[config.mk]
export PLATFORM = sky130hd
export DESIGN_NAME = uyvy_bgr_color_convert_unit
export DESIGN_NICKNAME = d
export VERILOG_FILES = /design/src/rtl/uyvy_cc_pkg.sv /design/src/rtl/uyvy_cc_pipe.sv /design/src/rtl/uyvy_bgr_color_convert_unit.sv
export SDC_FILE = /design/constraint.sdc
export NUM_CORES = 2
export LEC_CHECK = 0
export ABC_AREA = 0
export ABC_CLOCK_PERIOD_IN_PS = 22600
export BUFFER_PORTS_ARGS = -buffer_cell sky130_fd_sc_hd__clkbuf_2
export CAP_MARGIN = 20
export CORE_UTILIZATION = 30
export DETAILED_ROUTE_END_ITERATION = 6
export SETUP_SLACK_MARGIN = 0.15
export SLEW_MARGIN = 40
export SYNTH_ARGS = -nofsm -noshare
export SYNTH_HDL_FRONTEND = slang
export SYNTH_SLANG_ARGS = --single-unit
[constraint.sdc]
create_clock -name clk -period 22.6 [get_ports clk]
set_clock_uncertainty 0.1 [all_clocks]
set_input_delay 4.52 -clock clk [delete_from_list [all_inputs] [get_ports clk]]
set_output_delay 4.52 -clock clk [all_outputs]
set_load 0.01 [all_outputs]
[src/rtl/uyvy_cc_pkg.sv]
// Shared widths, fixed-point coefficients and helpers for the UYVY/BGR colour converter.
`timescale 1ns / 1ps
`default_nettype none

package uyvy_cc_pkg;

  localparam int FRAC_BITS = 16;
  localparam int BYTES     = 6;
  localparam int DATA_W    = 8 * BYTES;
  // coefficient magnitude stays below 2 * 2^FRAC_BITS, plus a sign bit
  localparam int COEF_W    = FRAC_BITS + 2;
  // signed 10-bit operand times signed coefficient
  localparam int PROD_W    = COEF_W + 10;
  localparam int SUM_W     = FRAC_BITS + 14;

  typedef logic signed [COEF_W-1:0] coef_t;
  typedef logic signed [PROD_W-1:0] prod_t;
  typedef logic signed [SUM_W-1:0]  sum_t;
  typedef logic signed [9:0]        opnd_t;

  typedef enum logic {
    DIR_YUV2BGR = 1'b0,
    DIR_BGR2YUV = 1'b1
  } dir_t;

  // round(milli / 1000 * 2^FRAC_BITS)
  function automatic coef_t coef(input longint milli);
    longint v;
    v = (milli * (longint'(1) << FRAC_BITS) + 500) / 1000;
    return COEF_W'(v);
  endfunction

  localparam coef_t C1402 = coef(1402);
  localparam coef_t C344  = coef(344);
  localparam coef_t C714  = coef(714);
  localparam coef_t C1772 = coef(1772);
  localparam coef_t C257  = coef(257);
  localparam coef_t C504  = coef(504);
  localparam coef_t C098  = coef(98);
  localparam coef_t C148  = coef(148);
  localparam coef_t C291  = coef(291);
  localparam coef_t C439  = coef(439);
  localparam coef_t C368  = coef(368);
  localparam coef_t C071  = coef(71);

  localparam sum_t OFS16  = SUM_W'(longint'(16) << FRAC_BITS);
  localparam sum_t OFS128 = SUM_W'(longint'(128) << FRAC_BITS);

  // floor to an integer, then clamp to 0..255
  function automatic logic [7:0] sat_floor(input sum_t s);
    sum_t q;
    q = s >>> FRAC_BITS;
    if (s < 0) begin
      return 8'h00;
    end
    if (q > SUM_W'(255)) begin
      return 8'hFF;
    end
    return q[7:0];
  endfunction

endpackage

`default_nettype wire

[src/rtl/uyvy_cc_pipe.sv]
// Four-stage arithmetic pipeline: capture, multiply, sum, clamp.
`timescale 1ns / 1ps
`default_nettype none

module uyvy_cc_pipe
  import uyvy_cc_pkg::*;
(
  input  wire logic              clk,
  input  wire logic              rst,
  input  wire logic              en,
  input  wire logic              in_valid,
  input  wire logic [DATA_W-1:0] in_data,
  input  wire dir_t              dir,
  output logic                   out_valid,
  output logic      [DATA_W-1:0] out_data
);

  // stage 1: captured bytes
  logic       v1, v2, v3;
  dir_t       dir1, dir2;
  logic [7:0] b1 [BYTES];

  // stage 2: products and scaled luma
  prod_t p_bu, p_gu, p_gv, p_rv;
  prod_t p_y257, p_y504, p_y098, p_u148, p_u291, p_u439;
  prod_t p_v439, p_v368, p_v071, p_z257, p_z504, p_z098;
  sum_t  yf1, yf2;

  // stage 3: sums
  sum_t  s3 [BYTES];
  sum_t  s3_next [BYTES];

  opnd_t du, dv;
  opnd_t ob [BYTES];

  always_comb begin
    for (int i = 0; i < BYTES; i++) begin
      ob[i] = opnd_t'({2'b00, b1[i]});
    end
    du = ob[0] - 10'sd128;
    dv = ob[2] - 10'sd128;
  end

  always_ff @(posedge clk) begin
    if (rst) begin
      v1        <= 1'b0;
      v2        <= 1'b0;
      v3        <= 1'b0;
      out_valid <= 1'b0;
    end else if (en) begin
      v1        <= in_valid;
      v2        <= v1;
      v3        <= v2;
      out_valid <= v3;
    end
  end

  always_ff @(posedge clk) begin
    if (en) begin
      for (int i = 0; i < BYTES; i++) begin
        b1[i] <= in_data[8*i +: 8];
      end
      dir1 <= dir;
    end
  end

  always_ff @(posedge clk) begin
    if (en) begin
      dir2   <= dir1;
      p_bu   <= du * C1772;
      p_gu   <= du * C344;
      p_gv   <= dv * C714;
      p_rv   <= dv * C1402;
      yf1    <= SUM_W'({b1[1], {FRAC_BITS{1'b0}}});
      yf2    <= SUM_W'({b1[3], {FRAC_BITS{1'b0}}});
      p_y257 <= ob[2] * C257;
      p_y504 <= ob[1] * C504;
      p_y098 <= ob[0] * C098;
      p_u148 <= ob[2] * C148;
      p_u291 <= ob[1] * C291;
      p_u439 <= ob[0] * C439;
      p_v439 <= ob[2] * C439;
      p_v368 <= ob[1] * C368;
      p_v071 <= ob[0] * C071;
      p_z257 <= ob[5] * C257;
      p_z504 <= ob[4] * C504;
      p_z098 <= ob[3] * C098;
    end
  end

  always_comb begin
    if (dir2 == DIR_YUV2BGR) begin
      s3_next[0] = yf1 + SUM_W'(p_bu);
      s3_next[1] = yf1 - SUM_W'(p_gu) - SUM_W'(p_gv);
      s3_next[2] = yf1 + SUM_W'(p_rv);
      s3_next[3] = yf2 + SUM_W'(p_bu);
      s3_next[4] = yf2 - SUM_W'(p_gu) - SUM_W'(p_gv);
      s3_next[5] = yf2 + SUM_W'(p_rv);
    end else begin
      s3_next[0] = OFS128 - SUM_W'(p_u148) - SUM_W'(p_u291) + SUM_W'(p_u439);
      s3_next[1] = OFS16 + SUM_W'(p_y257) + SUM_W'(p_y504) + SUM_W'(p_y098);
      s3_next[2] = OFS128 + SUM_W'(p_v439) - SUM_W'(p_v368) - SUM_W'(p_v071);
      s3_next[3] = OFS16 + SUM_W'(p_z257) + SUM_W'(p_z504) + SUM_W'(p_z098);
      // the second pixel's chroma is dropped: clamp turns zero into a zero byte
      s3_next[4] = '0;
      s3_next[5] = '0;
    end
  end

  always_ff @(posedge clk) begin
    if (en) begin
      for (int i = 0; i < BYTES; i++) begin
        s3[i] <= s3_next[i];
      end
    end
  end

  always_ff @(posedge clk) begin
    if (en) begin
      for (int i = 0; i < BYTES; i++) begin
        out_data[8*i +: 8] <= sat_floor(s3[i]);
      end
    end
  end

endmodule

`default_nettype wire

[src/rtl/uyvy_bgr_color_convert_unit.sv]
// UYVY 4:2:2 <-> BGR pixel-pair colour converter, top level.
//
// Input beat (s_*): six bytes on s_tdata. Direction 0 reads U, Y1, V, Y2 from
// bytes 0..3 and ignores bytes 4..5; direction 1 reads B1, G1, R1, B2, G2, R2.
// Output beat (m_*): six bytes. Direction 0 gives B1, G1, R1, B2, G2, R2;
// direction 1 gives U, Y1, V, Y2 and two zero bytes. Chroma comes from the
// first pixel of the pair only.
// Direction is set by cfg_we/cfg_wdata; write it only while no beat is in
// flight. Each beat carries the direction in force when it was accepted.
// An input beat passes the capture, multiply, sum and clamp registers to the
// output. In steady state with m_tready high one beat per cycle goes in and out.
// All stages advance together; when the receiver holds m_tready low with a
// result waiting, the whole pipeline holds and s_tready drops, so no beat is
// lost or repeated. Bubbles stay where they are while stalled.
// Reset (rst, synchronous) clears all valid bits and sets direction to 0.
`timescale 1ns / 1ps
`default_nettype none

module uyvy_bgr_color_convert_unit
  import uyvy_cc_pkg::*;
(
  input  wire logic              clk,
  input  wire logic              rst,
  input  wire logic              cfg_we,
  input  wire logic              cfg_wdata,
  input  wire logic              s_tvalid,
  output logic                   s_tready,
  input  wire logic [DATA_W-1:0] s_tdata,  // in_byte0 .. in_byte5, 8 bits each
  output logic                   m_tvalid,
  input  wire logic              m_tready,
  output logic      [DATA_W-1:0] m_tdata   // out_byte0 .. out_byte5, 8 bits each
);

  dir_t dir;
  logic adv;

  always_ff @(posedge clk) begin
    if (rst) begin
      dir <= DIR_YUV2BGR;
    end else if (cfg_we) begin
      dir <= dir_t'(cfg_wdata);
    end
  end

  // advance unless a finished beat is waiting on the receiver
  assign adv      = !m_tvalid || m_tready;
  assign s_tready = adv;

  uyvy_cc_pipe u_pipe (
    .clk       (clk),
    .rst       (rst),
    .en        (adv),
    .in_valid  (s_tvalid),
    .in_data   (s_tdata),
    .dir       (dir),
    .out_valid (m_tvalid),
    .out_data  (m_tdata)
  );

endmodule

`default_nettype wire
==> impl_metrics.yaml <==
worst_setup_path:
  end_kind: "primary output"
  crit_chain: "clkbuf_2 > nand2b_4 > clkbuf_2"
  start_kind: "input pin"
  path_max_fanout: 29
  crit_buf_inv: 2
  required_ps: 17980
  crit_arrival_ps: 5250
  cpPeakStageDelay_ps: 410
  worstReg2RegStart: "u_pipe.b1[2][7]$_DFFE_PP_"
  crit_path_top_delay_cell: "nand2b_4"
  critical-path-top-delay-family: "simple AND/OR/NAND/NOR gates"
  critPathKind: "input pin to primary output"
  worstSetupStartpoint: "m_tready"
  cpMostUsedCell: "clkbuf_2"
  r2r_slack_ps: 16230
final_layout:
  layout_common_cells: "ha_1, inv_1, edfxtp_1, nor2_1, fa_1"
  drive_gt1_share_pct: 5.68
  final_common_cell: "ha_1"
  design_area_sq_um: 57600
  layout.nets: 6563
  area_growth_pct: 11.0
floorplanning:
  rows: 152
  dieArea_sq_um: 175000
  core_area_sq_um: 172000
  start_util_pct: 30.2
  die_h_um: 418
  ioPinCount: 104
  die_w_um: 418
min_path:
  hold_path.class: "flip-flop to flip-flop"
  worstHoldStart: "u_pipe.dir1$_DFFE_PP_"
placed_design:
  place.gp.congestion: 0.925
  place_area_sq_um: 55400
  port_buffers: 103
  place_ws_ps: 12660
  hpwl_um: 109000
grt:
  grt_pass1_vias: 36671
  grt_antenna_before_repair: 1
  grt_first_pass_wirelength_um: 206000
  grt.overflow.total: 0
  grt_max_degree: 153
  track_usage_pct: 15.3
sta:
  setup_viol: 0
  clock.fmax_ghz: 0.101
  timing.final.ws_setup_ps: 12730
  post-route-period-util_pct: 43.7
  drv_slew: 0
  tns_ps: 0
  worst_slew_pin_slew_ps: 819
  rsz0062_at_grt: "no"
  finalHoldViolCount: 0
  slew_headroom_pct: 45.4
  finalCriticalPeriod_ps: 9870
routing:
  routed_wirelength_um: 133000
  remaining_drc_errors: 0
  drt_iter0_drc: 2330
  via_per_inst: 4.83
  vias: 36157
  ant_nets: 0
  dr.pass1.iters: 6
  wl_per_cell_um: 17.7
clock_network:
  post_cts_buffers: 0
  ctsHoldBuffers: 0
  clk_pin_slew_worst_paths_ps: 60
  cts_num_sinks: 511
  cts_made_buffers: 66
  cts_tree: "yes"
  htree_levels: 3
  ctsResizeCount: 0
  insertion_delay_ps: 690
  cts-root-buf: "clkbuf_16"
  ctsLongestPathBuffers: 3
power_and_ir_drop:
  ir_drop_v: 0.000116
  cellPowerDensity_nw_per_um2: 146
  power_leakage_nw: 27.3
synth:
  synth_edf_count: 506
  syn_nets: 6394
  ys_seq_area_share_pct: 29.5
  ys_ff_latch: 511
  ys_warn_count: 0
  async_flop_share_pct: 0
  synth_flop_cell: "edfxtp_1"
  syn_avg_cell_area_sq_um: 10.5
  synth_cell_type_count: 89
  synthCells: 4955
  syn_area_sq_um: 51900
run:
  drv_cap: 0
outcome:
  outcome: "completed"
sequential cells by signal, indices dropped and copies added, names as in the netlist, 17 cells and up:
| signal | flops |
|---|---|
| u_pipe.b1 | 48 |
| u_pipe.out_data | 48 |
| u_pipe.p_gu | 17 |
| u_pipe.p_gv | 21 |
| u_pipe.p_u148 | 22 |
| u_pipe.p_u291 | 23 |
| u_pipe.p_u439 | 17 |
| u_pipe.p_v071 | 20 |
| u_pipe.p_v368 | 22 |
| u_pipe.p_v439 | 19 |
| u_pipe.p_y098 | 21 |
| u_pipe.p_y257 | 20 |
| u_pipe.p_y504 | 21 |
| u_pipe.p_z098 | 21 |
| u_pipe.p_z257 | 23 |
| u_pipe.p_z504 | 23 |
| u_pipe.s3 | 76 |
final timing paths:
path / cells after the start / to
worst min register to register: 0 / u_pipe.dir2$_DFFE_PP_
worst min-delay path: 0 / u_pipe.dir2$_DFFE_PP_
worst max-delay path: 3 / s_tready
worst max register to register: 17 / u_pipe.p_gv[24]$_DFFE_PP_
cell type report:
class / count / area (sq um)
sequential: 511 / 15300
antenna: 1 / 2.50
tap: 2310 / 2890
timing repair buffer: 135 / 803
fill: 17333 / 114000
clock buffer: 75 / 1690
inverter: 739 / 2770
clock inverter: 42 / 440
multi-input combinational: 3671 / 33700
worst reg2reg max path, cell delays in order (launching register included):
cell	delay (ps)
edfxtp_1	350
buf_4	270
inv_2	500
ha_1	440
inv_1	410
ha_1	370
fa_1	570
fa_1	430
ha_1	310
ha_1	340
a211oi_1	380
o21ai_0	180
a21oi_1	240
o21ai_0	160
o41ai_1	500
o31ai_1	200
o22ai_1	250
xnor2_1	110
cells in the mapped netlist (all sizes together) (18+ instances only):
cell	n	area (sq um)
a21oi	271	1370
nor2b	60	375
a21o	99	743
or3	40	250
o21bai	47	353
o31ai	19	143
a21boi	22	169
fa	310	6210
inv	739	2770
a31o	18	158
nor3	85	430
nand3	76	380
xor2	87	762
o21a	47	353
o21ai	170	851
xnor2	279	2440
and3	47	299
nand2	191	717
o211ai	24	180
clkbuf	23	86.3
edfxtp	506	15200
ha	1075	13500
nand2b	24	150
and2	19	119
nor2	351	1320
a211oi	31	243
or2	28	175
a31oi	43	269
power by group:
| part | switching [W] | internal [W] |
|---|---|---|
| Sequential | 0.000223 | 0.00159 |
| Clock | 0.000456 | 0.000592 |
| Combinational | 0.00321 | 0.00236 |
stage by stage:
step / std cells / hold slack (ps) / power, W / util [%]
final: 7484 / 336 / 0.00843 / 33.5
after floorplan: 4955 / 300 / 0.00585 / -
after detailed placement: 7364 / 323 / 0.00737 / 32.3
after global routing: 7483 / 340 / 0.00923 / 33.5
after CTS: 7481 / 336 / 0.00849 / 33.5
after global placement: 7364 / 310 / 0.00728 / 32.3
routing by layer:
| layer | up-vias | global-route usage [%] | share of wire, % |
|---|---|---|---|
| met5 | - | 0 | 0 |
| met4 | 0 | 4.76 | 3.2 |
| met3 | 153 | 2.13 | 4.1 |
| met2 | 666 | 26.4 | 48 |
| met1 | 17540 | 19.6 | 44 |
| li1 | 17798 | - | - |
cells by family after synthesis:
logic type	after synthesis	share of synthesized area (%)
AOI/OAI and AO/OA	912	11.4
buffers and inverters	773	5.59
DFF	511	29.5
adders and majority gates	1385	37.9
and+or+nand+nor	993	9.19
xor gates and xnor gates	366	6.18
muxes	15	0.301
Power figures use the tool's default switching activity.
